File: src/rtl/core/smr_pkg.sv
`timescale 1ns / 1ps
// Shared types, constants and arithmetic helpers for the stereo reverb.
// Used by the controller, the datapath, the top level and the checker.
package smr_pkg;

  localparam int SAMPLE_W = 24;
  localparam int EARLY_W = 28;
  localparam int SUM_W = 32;
  localparam int TMP_W = 34;
  localparam int MA_W = 18;
  localparam int PROD_W = 52;
  localparam int ADDR_W = 14;
  localparam int DEPTH = 16384;
  localparam int NTAP = 6;
  localparam int LINE2_DEPTH = 2 * DEPTH;
  localparam int COMB_DEPTH = 2 * NTAP * DEPTH;
  localparam int LINE2_AW = 15;
  localparam int COMB_AW = 18;
  localparam int CFG_W = 16;
  localparam int CFG_AW = 2;

  localparam logic [ADDR_W-1:0] AP_LEN = 14'd288;
  localparam logic [ADDR_W-1:0] LATE_LEN = 14'd1392;
  localparam logic signed [MA_W-1:0] AP_GAIN = 18'sd22938;
  localparam logic signed [MA_W-1:0] OUT_GAIN = 18'sd4915;
  localparam logic signed [MA_W-1:0] UNITY = 18'sd32768;
  localparam logic [COMB_AW-1:0] CLR_LAST = 18'(COMB_DEPTH - 1);
  localparam logic [2:0] TAP_LAST = 3'(NTAP - 1);

  localparam logic [CFG_AW-1:0] CFG_REVERB_GAIN = 2'd0;
  localparam logic [CFG_AW-1:0] CFG_PREDELAY = 2'd1;
  localparam logic [CFG_AW-1:0] CFG_DAMPING = 2'd2;
  localparam logic [CFG_AW-1:0] CFG_WET_MIX = 2'd3;

  typedef logic [4:0] op_t;
  localparam op_t OP_NONE    = 5'd0;
  localparam op_t OP_LOAD    = 5'd1;
  localparam op_t OP_FIR_RD  = 5'd2;
  localparam op_t OP_FIR_MUL = 5'd3;
  localparam op_t OP_FIR_ACC = 5'd4;
  localparam op_t OP_EARLY   = 5'd5;
  localparam op_t OP_G_MUL   = 5'd6;
  localparam op_t OP_G_SET   = 5'd7;
  localparam op_t OP_T_MUL   = 5'd8;
  localparam op_t OP_INNER   = 5'd9;
  localparam op_t OP_LP_MUL  = 5'd10;
  localparam op_t OP_LP      = 5'd11;
  localparam op_t OP_Y_MUL   = 5'd12;
  localparam op_t OP_Y       = 5'd13;
  localparam op_t OP_SUM     = 5'd14;
  localparam op_t OP_AP_MUL1 = 5'd15;
  localparam op_t OP_AP_ACC1 = 5'd16;
  localparam op_t OP_AP_ACC2 = 5'd17;
  localparam op_t OP_AP_WR   = 5'd18;
  localparam op_t OP_LATE_RD = 5'd19;
  localparam op_t OP_O_ADD   = 5'd20;
  localparam op_t OP_O_MUL   = 5'd21;
  localparam op_t OP_O       = 5'd22;
  localparam op_t OP_F_MUL1  = 5'd23;
  localparam op_t OP_F_MUL2  = 5'd24;
  localparam op_t OP_F_SUM   = 5'd25;
  localparam op_t OP_RES     = 5'd26;

  typedef struct packed {
    logic signed [SAMPLE_W-1:0] left_in;
    logic signed [SAMPLE_W-1:0] right_in;
  } in_item_t;

  typedef struct packed {
    logic signed [SAMPLE_W-1:0] left_out;
    logic signed [SAMPLE_W-1:0] right_out;
  } out_item_t;

  typedef struct packed {
    op_t op;
    logic [2:0] tap;
    logic ch;
    logic capture;
    logic clr_en;
    logic [COMB_AW-1:0] clr_idx;
    logic load_out;
  } dp_cmd_t;

  function automatic logic [ADDR_W-1:0] fir_offset(logic [2:0] i);
    case (i)
      3'd0: return 14'd0;
      3'd1: return 14'd744;
      3'd2: return 14'd912;
      3'd3: return 14'd1032;
      3'd4: return 14'd2400;
      3'd5: return 14'd2866;
      default: return 14'd0;
    endcase
  endfunction

  function automatic logic signed [MA_W-1:0] fir_gain(logic [2:0] i);
    case (i)
      3'd0: return 18'sd30179;
      3'd1: return 18'sd26804;
      3'd2: return 18'sd20808;
      3'd3: return 18'sd23560;
      3'd4: return 18'sd8749;
      3'd5: return 18'sd7930;
      default: return 18'sd0;
    endcase
  endfunction

  function automatic logic [ADDR_W-1:0] comb_len(logic [2:0] i);
    case (i)
      3'd0: return 14'd2400;
      3'd1: return 14'd2688;
      3'd2: return 14'd2928;
      3'd3: return 14'd3264;
      3'd4: return 14'd3456;
      3'd5: return 14'd3744;
      default: return 14'd2400;
    endcase
  endfunction

  function automatic logic signed [TMP_W-1:0] comb_coef(logic [2:0] i);
    case (i)
      3'd0: return 34'sd15073;
      3'd1: return 34'sd15729;
      3'd2: return 34'sd16384;
      3'd3: return 34'sd17039;
      3'd4: return 34'sd17367;
      3'd5: return 34'sd18022;
      default: return 34'sd0;
    endcase
  endfunction

  function automatic logic signed [PROD_W-1:0] rshr15(logic signed [PROD_W-1:0] v);
    return (v + 52'sd16384) >>> 15;
  endfunction

  function automatic logic signed [PROD_W-1:0] rshr14(logic signed [PROD_W-1:0] v);
    return (v + 52'sd8192) >>> 14;
  endfunction

  function automatic logic signed [EARLY_W-1:0] sat28(logic signed [PROD_W-1:0] v);
    if (v > 52'sd134217727) return 28'sh7FFFFFF;
    else if (v < -52'sd134217728) return 28'sh8000000;
    else return v[EARLY_W-1:0];
  endfunction

  function automatic logic signed [SUM_W-1:0] sat32(logic signed [PROD_W-1:0] v);
    if (v > 52'sd2147483647) return 32'sh7FFFFFFF;
    else if (v < -52'sd2147483648) return 32'sh80000000;
    else return v[SUM_W-1:0];
  endfunction

  function automatic logic signed [SAMPLE_W-1:0] sat24(logic signed [PROD_W-1:0] v);
    if (v > 52'sd8388607) return 24'sh7FFFFF;
    else if (v < -52'sd8388608) return 24'sh800000;
    else return v[SAMPLE_W-1:0];
  endfunction

endpackage

File: src/rtl/core/smr_ctrl.sv
`timescale 1ns / 1ps
// Sequencing state machine for the stereo reverb: clearing sweep, handshakes
// and the per-channel operation sequence. Depends on smr_pkg.
module smr_ctrl (
  input  logic              clk,
  input  logic              rst_n,
  input  logic              in_valid,
  output logic              in_stall,
  output logic              out_valid,
  input  logic              out_stall,
  output smr_pkg::dp_cmd_t  cmd
);

  localparam logic [1:0] S_CLEAR = 2'd0;
  localparam logic [1:0] S_IDLE  = 2'd1;
  localparam logic [1:0] S_RUN   = 2'd2;
  localparam logic [1:0] S_DONE  = 2'd3;

  logic [1:0] state_r, state_nxt;
  smr_pkg::op_t op_r, op_nxt;
  logic [2:0] tap_r, tap_nxt;
  logic ch_r, ch_nxt;
  logic [smr_pkg::COMB_AW-1:0] clr_r, clr_nxt;
  logic out_valid_r, out_valid_nxt;
  logic accept, load_out;
  logic tap_end;

  assign in_stall = (state_r != S_IDLE);
  assign accept = in_valid && !in_stall;
  assign out_valid = out_valid_r;
  assign load_out = (state_r == S_DONE) && (!out_valid_r || !out_stall);
  assign tap_end = (tap_r == smr_pkg::TAP_LAST);

  always_comb begin
    state_nxt = state_r;
    op_nxt = op_r;
    tap_nxt = tap_r;
    ch_nxt = ch_r;
    clr_nxt = clr_r;
    case (state_r)
      S_CLEAR: begin
        clr_nxt = clr_r + 1'b1;
        if (clr_r == smr_pkg::CLR_LAST) begin
          state_nxt = S_IDLE;
        end
      end
      S_IDLE: begin
        if (accept) begin
          state_nxt = S_RUN;
          op_nxt = smr_pkg::OP_LOAD;
          tap_nxt = 3'd0;
          ch_nxt = 1'b0;
        end
      end
      S_RUN: begin
        op_nxt = op_r + 1'b1;
        case (op_r)
          smr_pkg::OP_FIR_ACC: begin
            if (!tap_end) begin
              tap_nxt = tap_r + 1'b1;
              op_nxt = smr_pkg::OP_FIR_RD;
            end else begin
              tap_nxt = 3'd0;
            end
          end
          smr_pkg::OP_Y: begin
            if (!tap_end) begin
              tap_nxt = tap_r + 1'b1;
              op_nxt = smr_pkg::OP_G_MUL;
            end else begin
              tap_nxt = 3'd0;
            end
          end
          smr_pkg::OP_RES: begin
            if (!ch_r) begin
              ch_nxt = 1'b1;
              op_nxt = smr_pkg::OP_LOAD;
            end else begin
              state_nxt = S_DONE;
              op_nxt = smr_pkg::OP_NONE;
            end
          end
          default: begin
          end
        endcase
      end
      S_DONE: begin
        if (load_out) begin
          state_nxt = S_IDLE;
        end
      end
      default: state_nxt = S_IDLE;
    endcase
  end

  always_comb begin
    out_valid_nxt = out_valid_r;
    if (load_out) begin
      out_valid_nxt = 1'b1;
    end else if (out_valid_r && !out_stall) begin
      out_valid_nxt = 1'b0;
    end
  end

  always_ff @(posedge clk) begin
    if (!rst_n) begin
      state_r <= S_CLEAR;
      op_r <= smr_pkg::OP_NONE;
      tap_r <= 3'd0;
      ch_r <= 1'b0;
      clr_r <= '0;
      out_valid_r <= 1'b0;
    end else begin
      state_r <= state_nxt;
      op_r <= op_nxt;
      tap_r <= tap_nxt;
      ch_r <= ch_nxt;
      clr_r <= clr_nxt;
      out_valid_r <= out_valid_nxt;
    end
  end

  always_comb begin
    cmd.op = (state_r == S_RUN) ? op_r : smr_pkg::OP_NONE;
    cmd.tap = tap_r;
    cmd.ch = ch_r;
    cmd.capture = accept;
    cmd.clr_en = (state_r == S_CLEAR);
    cmd.clr_idx = clr_r;
    cmd.load_out = load_out;
  end

endmodule

File: config.mk
export PLATFORM = sky130hd
export DESIGN_NAME = smr_ctrl
export DESIGN_NICKNAME = d
export VERILOG_FILES = /design/src/rtl/core/smr_pkg.sv /design/src/rtl/core/smr_ctrl.sv
export SDC_FILE = /design/constraint.sdc
export NUM_CORES = 1
export LEC_CHECK = 0
export BUFFER_PORTS_ARGS = -buffer_cell sky130_fd_sc_hd__buf_2
export CORE_ASPECT_RATIO = 1.75
export CORE_MARGIN = 5
export CORE_UTILIZATION = 50
export CTS_BUF_LIST = sky130_fd_sc_hd__clkbuf_2 sky130_fd_sc_hd__clkbuf_4 sky130_fd_sc_hd__clkbuf_8
export DETAILED_ROUTE_END_ITERATION = 7
export GPL_ROUTABILITY_DRIVEN = 1
export PLACE_DENSITY_LB_ADDON = 0.08
export SLEW_MARGIN = 20
export SYNTH_ARGS = -nofsm -noshare
export SYNTH_HDL_FRONTEND = slang
export SYNTH_SLANG_ARGS = --single-unit
export TNS_END_PERCENT = 5
File: constraint.sdc
create_clock -name clk -period 3.05 [get_ports clk]
set_input_delay 0.915 -clock clk [delete_from_list [all_inputs] [get_ports clk]]
set_output_delay 0.915 -clock clk [all_outputs]
set_load 0.01 [all_outputs]
==> results.md <==
* Post-synth EDFFs at 0
* Fin crit share at 0.778
* CTS H-tree lvls at 2
* Global placer's final weighted congestion at 0.852
* RSZ-0062 raised after global routing: false
* Synth top cells by count: dfxtp_1 (30), nor2_1 (23), nand2_1 (19)
* Most frequent cell after synthesis: dfxtp_1
* 1st-iter DRT viols at 13
* Synthesized cell area at 0.00161 mm^2
* Min Tclk post-route at ~2400 ps
* Pre-antenna DRT Iters at 5
* Final HPWL from detailed placement at about 2.6 mm
* Die H at between 80 and 90 um
* Register area share after synthesis at 0.374
* Crit path required time at 2130 ps
* Post-Route WL at 3.43 mm
* Hold-fix buffers, CTS at 0
* Die X at 52.9 um
* Die area at 0.00449 mm^2
* Crit start category: flop
* Vias in the first global route at 1,392
* GR met1 Demand/Resource at 0.171
* Hold Crit Class: flop to flop
* Synth top area cells: dfxtp_1 (37%), xor2_1 (7.1%), ha_1 (7.0%)
* Yosys top cell area share at 0.374
* GR Layer Usage met2 at 0.322
* Initial cell density of the core at 0.511
* Gr busiest metal: met2
* Ports at 36
* Nets at 234
* Worst-Skew Late Latency at between 200 and 300 ps
* Cell taking the most area after synthesis: dfxtp_1
* Yosys Warn Count at 0
* Final-report hold violation count at 0
* Setup tns final at 0 ps
* Clock Pin Slew Worst Setup and Hold Paths at 60 ps
* Final core occ at 0.595
* Ys async rst share at 0
* Critical Path AT at 1460 ps
* Postcts setup bufs at 0
* DR vias/cell at 5.21
* CP Capture Type: primary output
* Maxcap violations at 0
* Core Area at between 0.003 and 0.004 mm^2
* Pwr dens at 546 mW/mm^2
* Setup CP Type: flop to primary output
* Fin Hold WS at 522 ps
* ANT cells at 0
* Max Clock Skew at 2.53 ps
* TritonCTS clock tree: done
* Fillers at between 300 and 400
* Final Max Slew Viols at 0
* First-pass GRT wire length at 5.98 mm
* Drc violations at 0
* Grt met3 use at 0.0387
* Avg WL per Cell at 13.0 um
* Gr usage total at 0.173
* Total nets after synthesis at 201
* Root buf cell: clkbuf_8
* Area growth from synthesis to layout at 16.4%
* Std-Cell Rows at 27
* Via count at 1,375
* Gr ovfl total at 0
* Largest net degree at the start of global routing at 26
* CTS max path bufs at 2
* Layout cells sized above 1 at 0.213
* CTS buffer count at 5
* Post-route antenna net violation count at 0
* Leakage at 0.825 nW
* Final setup violation count at 0
* Outcome: finished clean
* Worst slew pin tran at roughly 500 ps
* Count of different cell masters after synthesis at 38
* Fmax at 421 MHz
* Clock Sink Count at 30
* Mean post-synth cell area at 8.55 um^2
* FF+latch count, synth at 30
* Synth Instances at 188
* Slew headroom at 0.667
* Port Buffers at 35
* Synth Flop Type: dfxtp_1
* Initial antenna violation count at 0
* Crit Path Max Fanout at 12
* CTS resizes at 0
* Max IR drop VDD at 0.000384 V
-- power breakdown --
part	switching (mW)	total (mW)	internal, mW
clock network	0.133	0.307	0.174
logic	0.148	0.261	0.113
registers	0.0335	0.452	0.419
total	0.315	1.02	0.706
-- routing by layer --
metal  routed length [um]  vias up
met4                   79        0
met2                 1860       32
met5                    0        -
met1                 1330      640
li1                     -      696
met3                  163        7
-- cells by family after synthesis --
group	Yosys count	synth area share
buffers and inverters	20	0.0584
AOI/OAI and AO/OA	23	0.107
DFF	30	0.374
muxes	5	0.0319
and+or+nand+nor	82	0.255
xor gates and xnor gates	19	0.104
adders and majority gates	9	0.0701
-- path summary, 6_finish.rpt --
check | from | slack, ps | endpoint | cells after the start
worst max-delay path | state_r[0]$_SDFFE_PN0P_ | 680 | cmd[26] | 4
worst min-delay path | tap_r[2]$_SDFFE_PN0P_ | 520 | tap_r[2]$_SDFFE_PN0P_ | 2
worst max register to register | state_r[0]$_SDFFE_PN0P_ | 1120 | clr_r[7]$_SDFFE_PN0P_ | 7
worst min register to register | tap_r[2]$_SDFFE_PN0P_ | 520 | tap_r[2]$_SDFFE_PN0P_ | 2
-- placed cells by master (no fill, tap or decap), types with 3 or more instances in the layout --
cell       n
buf_2     35
dfxtp_1   30
nor2_1    23
nand2_1   19
xor2_1    13
and2_1    10
nand3_1   10
inv_1      9
ha_1       9
a21oi_1    7
nand4_1    7
xnor2_1    6
clkbuf_8   5
mux2i_1    4
o21ai_0    3
and3_1     3
-- critical path, cell delays in order (launching register included) --
cell	delay, ps
dfxtp_1	400
inv_1	90
ha_1	340
and2_1	220
buf_2	130
-- final cells by class --
class / instances / area (um^2) / area share
Timing Repair Buffer: 36 / 183 / 0.0977
Multi-Input combinational cell: 138 / 912 / 0.488
Clock buffer: 7 / 83.8 / 0.0448
Sequential cell: 30 / 601 / 0.321
Tap cell: 43 / 53.8 / 0.0288
Inverter: 10 / 37.5 / 0.0201
-- registers in the layout, indices dropped and copies added, names as in the netlist --
| name | flops |
|---|---|
| out_valid | 1 |
| state_r | 2 |
| clr_r | 18 |
| ch_r | 1 |
| op_r | 5 |
| tap_r | 3 |
-- through the flow --
stage,total power [mW],instances,area [um^2],setup slack [ps]
final,1.02,264,1870,676
after detailed placement,0.726,257,1790,810
after CTS,1.04,264,1870,655
after floorplan,0.657,188,1610,943
after global routing,1.09,264,1870,582
after global placement,0.717,257,1790,822
No activity file was read; power rests on OpenSTA's default activity.
